**config.mk**
```make
export PLATFORM = sky130hd
export DESIGN_NAME = msp_quant
export DESIGN_NICKNAME = d
export VERILOG_FILES = /design/src/rtl/core/msp_pkg.sv /design/src/rtl/core/msp_quant.sv
export SDC_FILE = /design/constraint.sdc
export NUM_CORES = 1
export LEC_CHECK = 0
export BUFFER_PORTS_ARGS = -buffer_cell sky130_fd_sc_hd__buf_2
export CORE_MARGIN = 8
export CORE_UTILIZATION = 45
export DETAILED_ROUTE_END_ITERATION = 10
export PLACE_DENSITY = 0.68
export SYNTH_ARGS = -nofsm -noshare
export SYNTH_HDL_FRONTEND = slang
export SYNTH_SLANG_ARGS = --single-unit
```
**constraint.sdc**
```tcl
create_clock -name clk -period 9.48 [get_ports clk]
set_input_delay 0.948 -clock clk [delete_from_list [all_inputs] [get_ports clk]]
set_output_delay 0.948 -clock clk [all_outputs]
set_load 0.005 [all_outputs]
```
**src/rtl/core/msp_pkg.sv**
```systemverilog
package msp_pkg;

  localparam int RING_DEPTH = 1024;
  localparam int RING_AW    = $clog2(RING_DEPTH);
  localparam int FILL_W     = RING_AW + 1;
  localparam int MAX_BURST  = 20;
  localparam int CNT_W      = 5;
  localparam int NUM_AXES   = 6;
  localparam int SCALE_W    = 10;

  localparam logic [1:0] KIND_PUSH    = 2'd0;
  localparam logic [1:0] KIND_EMIT    = 2'd1;
  localparam logic [1:0] KIND_RELEASE = 2'd2;

  localparam logic REC_HEADER = 1'b0;
  localparam logic REC_SAMPLE = 1'b1;

  localparam logic [SCALE_W-1:0] ACC_SCALE = 10'd1000;
  localparam logic [SCALE_W-1:0] ROT_SCALE = 10'd100;

  localparam logic [CNT_W-1:0] MAX_PER_PACKET_RST = 5'd20;
  localparam logic [31:0]      OFFSET_SAT         = 32'd65535;

  typedef struct packed {
    logic [1:0]         kind;
    logic [31:0]        time_ms;
    logic signed [31:0] acc_x;
    logic signed [31:0] acc_y;
    logic signed [31:0] acc_z;
    logic signed [31:0] rot_x;
    logic signed [31:0] rot_y;
    logic signed [31:0] rot_z;
    logic signed [7:0]  link_rssi;
  } item_t;

  typedef struct packed {
    logic               record_kind;
    logic               last;
    logic [31:0]        seq_number;
    logic [31:0]        time_value;
    logic signed [7:0]  rssi_dbm;
    logic [CNT_W-1:0]   sample_count;
    logic signed [15:0] q_acc_x;
    logic signed [15:0] q_acc_y;
    logic signed [15:0] q_acc_z;
    logic signed [15:0] q_rot_x;
    logic signed [15:0] q_rot_y;
    logic signed [15:0] q_rot_z;
  } record_t;

  typedef struct packed {
    logic [31:0]                 time_ms;
    logic [NUM_AXES-1:0][15:0]   q;
  } entry_t;

  localparam int ENTRY_W = $bits(entry_t);

endpackage

```
**src/rtl/core/msp_quant.sv**
```systemverilog
module msp_quant (
  input  logic                         clk,
  input  logic                         en,
  input  logic signed [31:0]           raw,
  input  logic [msp_pkg::SCALE_W-1:0]  scale,
  output logic [15:0]                  q
);

  localparam int PROD_W = 32 + msp_pkg::SCALE_W;
  localparam int QM_W   = PROD_W - 16;

  logic              neg;
  logic [PROD_W-1:0] prod;
  logic [31:0]       mag;
  logic [PROD_W-1:0] rnd;
  logic [QM_W-1:0]   qm;

  assign mag = raw[31] ? (32'd0 - raw) : raw;

  // magnitude times scale, registered
  always_ff @(posedge clk) begin
    if (en) begin
      neg  <= raw[31];
      prod <= PROD_W'(mag) * PROD_W'(scale);
    end
  end

  // round half away from zero, saturate to int16
  always_comb begin
    rnd = prod + PROD_W'(32768);
    qm  = rnd[PROD_W-1:16];
    if (!neg) begin
      q = (qm > QM_W'(32767)) ? 16'h7FFF : qm[15:0];
    end else begin
      q = (qm > QM_W'(32768)) ? 16'h8000 : (16'd0 - qm[15:0]);
    end
  end

endmodule

```
After elaboration in Yosys (flattened, before gate mapping)
Index checks and enable logic that the tools add are counted.
Cells by class
  $add $sub $neg: 3
  multiply operators: 1
  magnitude comparators: 2
  multiplexer cells: 4
Operators with widths (number)
  16-bit two-way mux: 3
  42-bit by 16-bit adder with 42-bit output (second input constant): 1
  32-bit by 10-bit multiplier with 42-bit output: 1
  32-bit two-way mux: 1
  1-bit by 32-bit subtractor with 32-bit output (first input constant): 1
  26-bit by 15-bit > comparator with 1-bit output (second input constant): 1
  26-bit by 16-bit > comparator with 1-bit output (second input constant): 1
  1-bit by 16-bit subtractor with 16-bit output (first input constant): 1
Storage, ports and cells
  register bits after elaboration: 43
  logic and storage cells: 12

Logic depth before layout (Yosys ltp)
Gate-level depths: netlist of run 1.
  word-level depth: 4
  depth in mapped cells: 26
  gate-level depth less buffers: 26

Worst setup path after synthesis of run 1
No wires, ideal clock.
  path kind: in2reg
  from: input raw[11]
  to: register prod[38] (data pin)
  library setup time: 0.259 ns
  arrival time: 7.646 ns
  data required time: 9.221 ns
  slack: 1.575 ns
  stages: 24
  cells stage by stage: or4_4 > nor4_4 > nand2b_1 > or4_4 > or3_1 > o31ai_2 > xnor2_1 > nand2_1 > fa_1 > inv_1 > fa_1 > fa_1 > fa_1 > inv_1 > fa_1 > inv_1 > ha_1 > a21o_1 > a21o_1 > a31o_2 > a2111o_1 > a31o_2 > a41oi_1 > xnor2_1
Between the ends
  cells in the longest elaborated chain, start to end: 3
Ends and longest elaborated chain
  start, declared: RTL line msp_quant.sv:4  | input logic signed [31:0] raw,
  1-bit by 32-bit subtractor with 32-bit output: RTL line msp_quant.sv:18  | assign mag = raw[31] ? (32'd0 - raw) : raw;
  32-bit two-way mux (*): RTL line msp_quant.sv:18
  32-bit by 10-bit multiplier with 42-bit output (*): RTL line msp_quant.sv:24  | prod <= PROD_W'(mag) * PROD_W'(scale);
  end signal, assigned: RTL line msp_quant.sv:24
  end, declared: RTL line msp_quant.sv:13  | logic [PROD_W-1:0] prod;
Every way passes the cells marked *; elsewhere a longest branch is shown, timed or not.
A chain may end at the register's enable or synchronous reset.

Final worst setup path of run 1
Same ends and word-level chain as after synthesis.

==> results of run 1 <==
-- placed cells by master (no fill, tap or decap), drive strengths merged, types with 12 or more instances in the layout --
cell type  netlist  final
a211oi          13     13
nand2          194    194
fa             237    237
xnor2           63     63
o21ai           37     37
inv            239    239
nand3           14     14
edfxtp          28     28
a21oi           37     37
and3            12     12
a21o            21     21
nor2b           16     16
buf              6     66
and2           153    153
ha              79     79
o31ai           14     14
xor2            16     16
nand4           12     12
nor2            32     32
nor3            12     12
-- kinds of logic (layout without fill, tap and decap cells) --
kind of cell	after synthesis	in the layout	share of synthesized area, %
and+or+nand+nor	489	489	20.82
adders and majority gates	316	316	46.97
buffers and inverters	287	309	8.887
AOI/OAI and AO/OA	183	183	10.37
muxes	4	4	0.3383
xor gates and xnor gates	79	79	5.730
DFF	28	28	6.888
-- area by class of cell --
class                   instances  area [µm²]
inverters                     239       897.1
fillers                      2570       13930
repair buffers                 66       347.8
multi-input cells            1071       10280
well taps                     341       426.7
clock buffers                   3       75.07
clock inverters                 1       3.754
flip-flops and latches         28       840.8
-- per-stage QoR --
| step | setup WS, ps | std cells | hold WS (ps) |
|---|---|---|---|
| floorplan | 1575 | 1386 | 1047 |
| global placement | 862.8 | 1745 | 1512 |
| detailed placement | 797.9 | 1745 | 1524 |
| CTS | 1061 | 1749 | 1256 |
| global route | 556.9 | 1749 | 1283 |
| finish | 1049 | 1749 | 1251 |
-- state kept, by name (all words and copies together) (netlist names) --
signal  cells
neg         1
prod       27
-- final timing paths --
check / slack [ps] / to / from
setup / recovery: 1050 / prod[38] / raw[11]
hold / removal: 1250 / prod[15] / en
-- layer usage --
layer | routed length, µm | share of wire [%] | GRT usage [%] | vias to the layer above
met3 | 929 | 3.1 | 1.143 | 29
met2 | 15550 | 53 | 35.38 | 182
met1 | 12600 | 43 | 24.02 | 4929
met5 | 0 | 0 | 0 | -
li1 | - | - | - | 4458
met4 | 461 | 1.6 | 3.638 | 0
==> results by group, run 1 <==
Synthesis
  – Ranking of synthesized cells by area: fa_1 39%, ha_1 8.1%, and2_1 7.8%
  – Synth unique cells: 64
  – Mapped Area: 12210 µm²
  – Top_reg_cell synth: edfxtp_1
  – Synth Warn #: 0
  – Synth top cells by count: 239 x inv_1, 237 x fa_1, 194 x nand2_1
  – EDFF count, synth: 28
  – Synthesized area per cell: 8.807 µm²
  – Ys async rst share: 0%
  – Gate Count Post-Synth: 1386
  – Synth Net Count: 1746
  – Synth area leader: fa_1
  – Yosys top cell area share: 38.87%
  – Seq/Total Area, Yosys: 6.888%
  – Most numerous cell in the Yosys netlist: inv_1
  – #FFs+latches synth: 28

Critical path
  – Largest delay share family, worst path: adder cells
  – Most common cell on crit path: fa_1
  – Buffers & Inverters on Critical Path: 4
  – Critical-path top delay cell: or4_4
  – Crit start category: primary input
  – Kind of critical path: in2reg
  – Max incr delay on CP: 570 ps
  – Crit-path max FO: 10
  – Crit path depth: 25
  – Critical Path RT: 9480 ps
  – Worst EP arrival: 8430 ps
  – Critical Path Sink Type: flop

Layout
  – Util after Layout: 48.03%
  – Layout Nets: 1769
  – Layout cells sized above 1: 6.250%
  – Synthesis-to-layout area growth: 5.453%
  – Post-route cell area: 12870 µm²
  – N_diodes: 0

STA
  – Relative slew slack: 18.34%
  – RSZ-0062 raised after global routing: false
  – Period utilization: 88.93%
  – # setup viols final: 0
  – Final Critical Period: 8431 ps
  – Slew at the pin closest to its max-slew limit: 1216 ps
  – Max Fclk: 118.6 MHz
  – Fin. max-slew vios: 0
  – Total negative slack: 0 ps
  – Final Hold Fails: 0

Global route
  – Total congestion overflow: 0
  – Largest net degree at the start of global routing: 34
  – GRT Total Usage: 19.01%
  – First-pass GRT wire length: 51.78 mm
  – Number of global-route vias before repair: 10450
  – Initial antenna violation count: 0

CTS
  – CTS H-Tree Depth: 1
  – CTS buffer count: 3
  – Max Root-Sink Buffers: 2
  – Setup Fix Bufs, Post-CTS: 0
  – Cts hold-fix bufs: 0
  – CTS resizes: 0
  – Clock Pin Slew Worst Setup and Hold Paths: 60 ps
  – TritonCTS clock tree: yes
  – CTS Sinks: 28
  – CTS Root Cell: clkbuf_16

Placed design
  – # port buffers: 59
  – GPL Wtd Cong: 0.8760
  – Dpl hpwl: 23.26 mm
  – Placed cell area: 12790 µm²

Die
  – Initial Util: 45.55%
  – Core Box Area: 26800 µm²
  – Die Y: 180.7 µm
  – Num ports: 60
  – Die W: 180.7 µm
  – Die ar.: 32650 µm²
  – # rows: 60

Route
  – DRC: 0
  – DR WL/cell: 16.89 µm
  – Vias per inst: 5.488
  – Drt first pass iters: 5
  – Antenna viol nets, final: 0
  – Via count: 9598
  – Routed WL: 29.54 mm
  – Drt first-iter violations: 407

Outcome
  – Status: finished clean

Hold path
  – Hold Path Stages: 1
  – Hold Path Class: in2reg

Job
  – Maxcap violations: 0
Power of run 1 is left out: the tool's default activity adds up to more than one toggle a clock period on the data nets, which glitch-free logic cannot reach.
==> run 2: changes to the inputs <==
--- a/config.mk
+++ b/config.mk
@@ -9,7 +9,6 @@
 export CORE_MARGIN = 8
 export CORE_UTILIZATION = 45
 export DETAILED_ROUTE_END_ITERATION = 10
-export PLACE_DENSITY = 0.68
 export SYNTH_ARGS = -nofsm -noshare
 export SYNTH_HDL_FRONTEND = slang
 export SYNTH_SLANG_ARGS = --single-unit
==> results by group, run 2 (synthesis results as in run 1) <==
Outcome
  – Status: finished clean

Route
  – Routed WL: 30.38 mm (+2.8%)
  – DRC: 0 (unchanged)
  – DR WL/cell: 17.36 µm (+2.8%)
  – Via count: 9623 (+0.26%)
  – Vias per inst: 5.499 (+0.20%)
  – Drt first-iter violations: 427 (+4.9%)
  – Antenna viol nets, final: 0 (unchanged)
  – Drt first pass iters: 5 (unchanged)

Layout
  – Highest-count cells in the layout ignoring fill and taps: 239 x inv_1, 237 x fa_1, 194 x nand2_1
  – Util after Layout: 48.16% (+0.13 points)
  – N_diodes: 0 (unchanged)
  – Post-route insts no fill: 1750 (+0.057%)
  – Layout cells sized above 1: 6.388% (+0.14 points)
  – Commonest non-fill, non-tap cell in the layout: inv_1
  – Layout Nets: 1770 (+0.057%)
  – Footprint of the multi-input gates: 10280 µm² (unchanged)
  – Synthesis-to-layout area growth: 5.730%
  – Register Area: 840.8 µm² (unchanged)
  – Max reg flops: 27 (unchanged)
  – FILL cells: 2588 (+0.70%)
  – Largest Register: prod
  – Top flop regs: prod: 27 flops, neg: 1 flops

Global route
  – Initial antenna violation count: 0 (unchanged)
  – GRT Total Usage: 19.57% (+0.56 points)
  – First-pass GRT wire length: 52.90 mm (+2.2%)
  – Total congestion overflow: 0 (unchanged)
  – Largest net degree at the start of global routing: 34 (unchanged)
  – Number of global-route vias before repair: 10466 (+0.15%)

Critical path
  – Crit-path max FO: 10 (unchanged)
  – Critical Path RT: 9490 ps (about the same)
  – Worst EP arrival: 8570 ps (+140 ps)
  – Crit start category: primary input
  – Kind of critical path: in2reg
  – Critical Path Sink Type: flop

Placed design
  – # port buffers: 59 (unchanged)
  – Placed Cells: 1746 (+0.057%)
  – Dpl hpwl: 23.67 mm (+1.8%)
  – GPL Wtd Cong: 0.8444 (-3.6%)

STA
  – Final Critical Period: 8567 ps (+135.8 ps)
  – Period utilization: 90.37% (+1.4 points)
  – Final Hold Fails: 0 (unchanged)
  – Slew at the pin closest to its max-slew limit: 1297 ps (+81.09 ps)
  – Relative slew slack: 12.89% (-5.4 points)
  – Fin. max-slew vios: 0 (unchanged)
  – # setup viols final: 0 (unchanged)
  – Total negative slack: 0 ps (unchanged)
  – Max Fclk: 116.7 MHz (-1.6%)
  – RSZ-0062 raised after global routing: false

Die
  – Die Y: 180.7 µm (unchanged)
  – # rows: 60 (unchanged)
  – Die W: 180.7 µm (unchanged)
  – Initial Util: 45.55% (unchanged)
  – Core Box Area: 26800 µm² (unchanged)
  – Num ports: 60 (unchanged)
  – Die ar.: 32650 µm² (unchanged)

CTS
  – TritonCTS clock tree: yes
  – Setup Fix Bufs, Post-CTS: 0 (unchanged)
  – CTS H-Tree Depth: 1 (unchanged)
  – CTS Root Cell: clkbuf_16
  – Clock Pin Slew Worst Setup and Hold Paths: 70 ps (about the same)
  – CTS resizes: 0 (unchanged)
  – Cts hold-fix bufs: 0 (unchanged)
  – CTS buffer count: 3 (unchanged)
  – CTS Sinks: 28 (unchanged)
  – Max Root-Sink Buffers: 2 (unchanged)

Job
  – Maxcap violations: 0 (unchanged)

Hold path
  – Hold Path Class: in2reg
  – Hold Path Stages: 1 (unchanged)
==> run 2: critical path, cell delays in order <==
cell      delay (ps)
buf_2            110
or4_4            570
nor4_4           160
nand2b_1         110
or4_4            450
or3_1            380
nand2_1          100
xnor2_1          430
nand2_1          170
fa_1             520
inv_1             50
fa_1             520
fa_1             460
fa_1             560
inv_1             60
fa_1             530
inv_1             40
ha_1             330
a21oi_1          150
o21ai_0          230
a211oi_1         290
o211ai_1         240
a21oi_1          480
o21ai_0          210
a311oi_1         340
xnor2_1          130
==> run 2: layer usage <==
metal | up-vias | track usage (%) | routed length, µm
met1 | 4952 | 23.87 | 12580
met2 | 155 | 36.73 | 16310
met4 | 0 | 5.357 | 796
met3 | 46 | 1.163 | 689
li1 | 4470 | - | -
met5 | - | 0 | 0
==> run 2: stage by stage <==
step	area [µm²]	setup slack (ps)	hold WS, ps
detailed placement	12800	716.6	1522
global route	12910	480.4	1258
global placement	12800	692.8	1508
finish	12910	913.4	1223
CTS	12910	957.1	1240
floorplan	12210	1575	1047
==> run 2: path summary, 6_finish.rpt <==
check                    from       end  slack [ps]
worst max-delay path  raw[11]  prod[36]         910
worst min-delay path       en  prod[17]        1220
==> run 2: cell type report <==
cell class	instances	share of cell area, %
Inverter	239	6.951
Clock inverter	1	0.2327
Tap cell	341	3.306
Sequential cell	28	6.515
Timing Repair Buffer	67	2.753
Multi-Input combinational cell	1071	79.66
Clock buffer	3	0.5817
Power of run 2 is left out for the same reason.
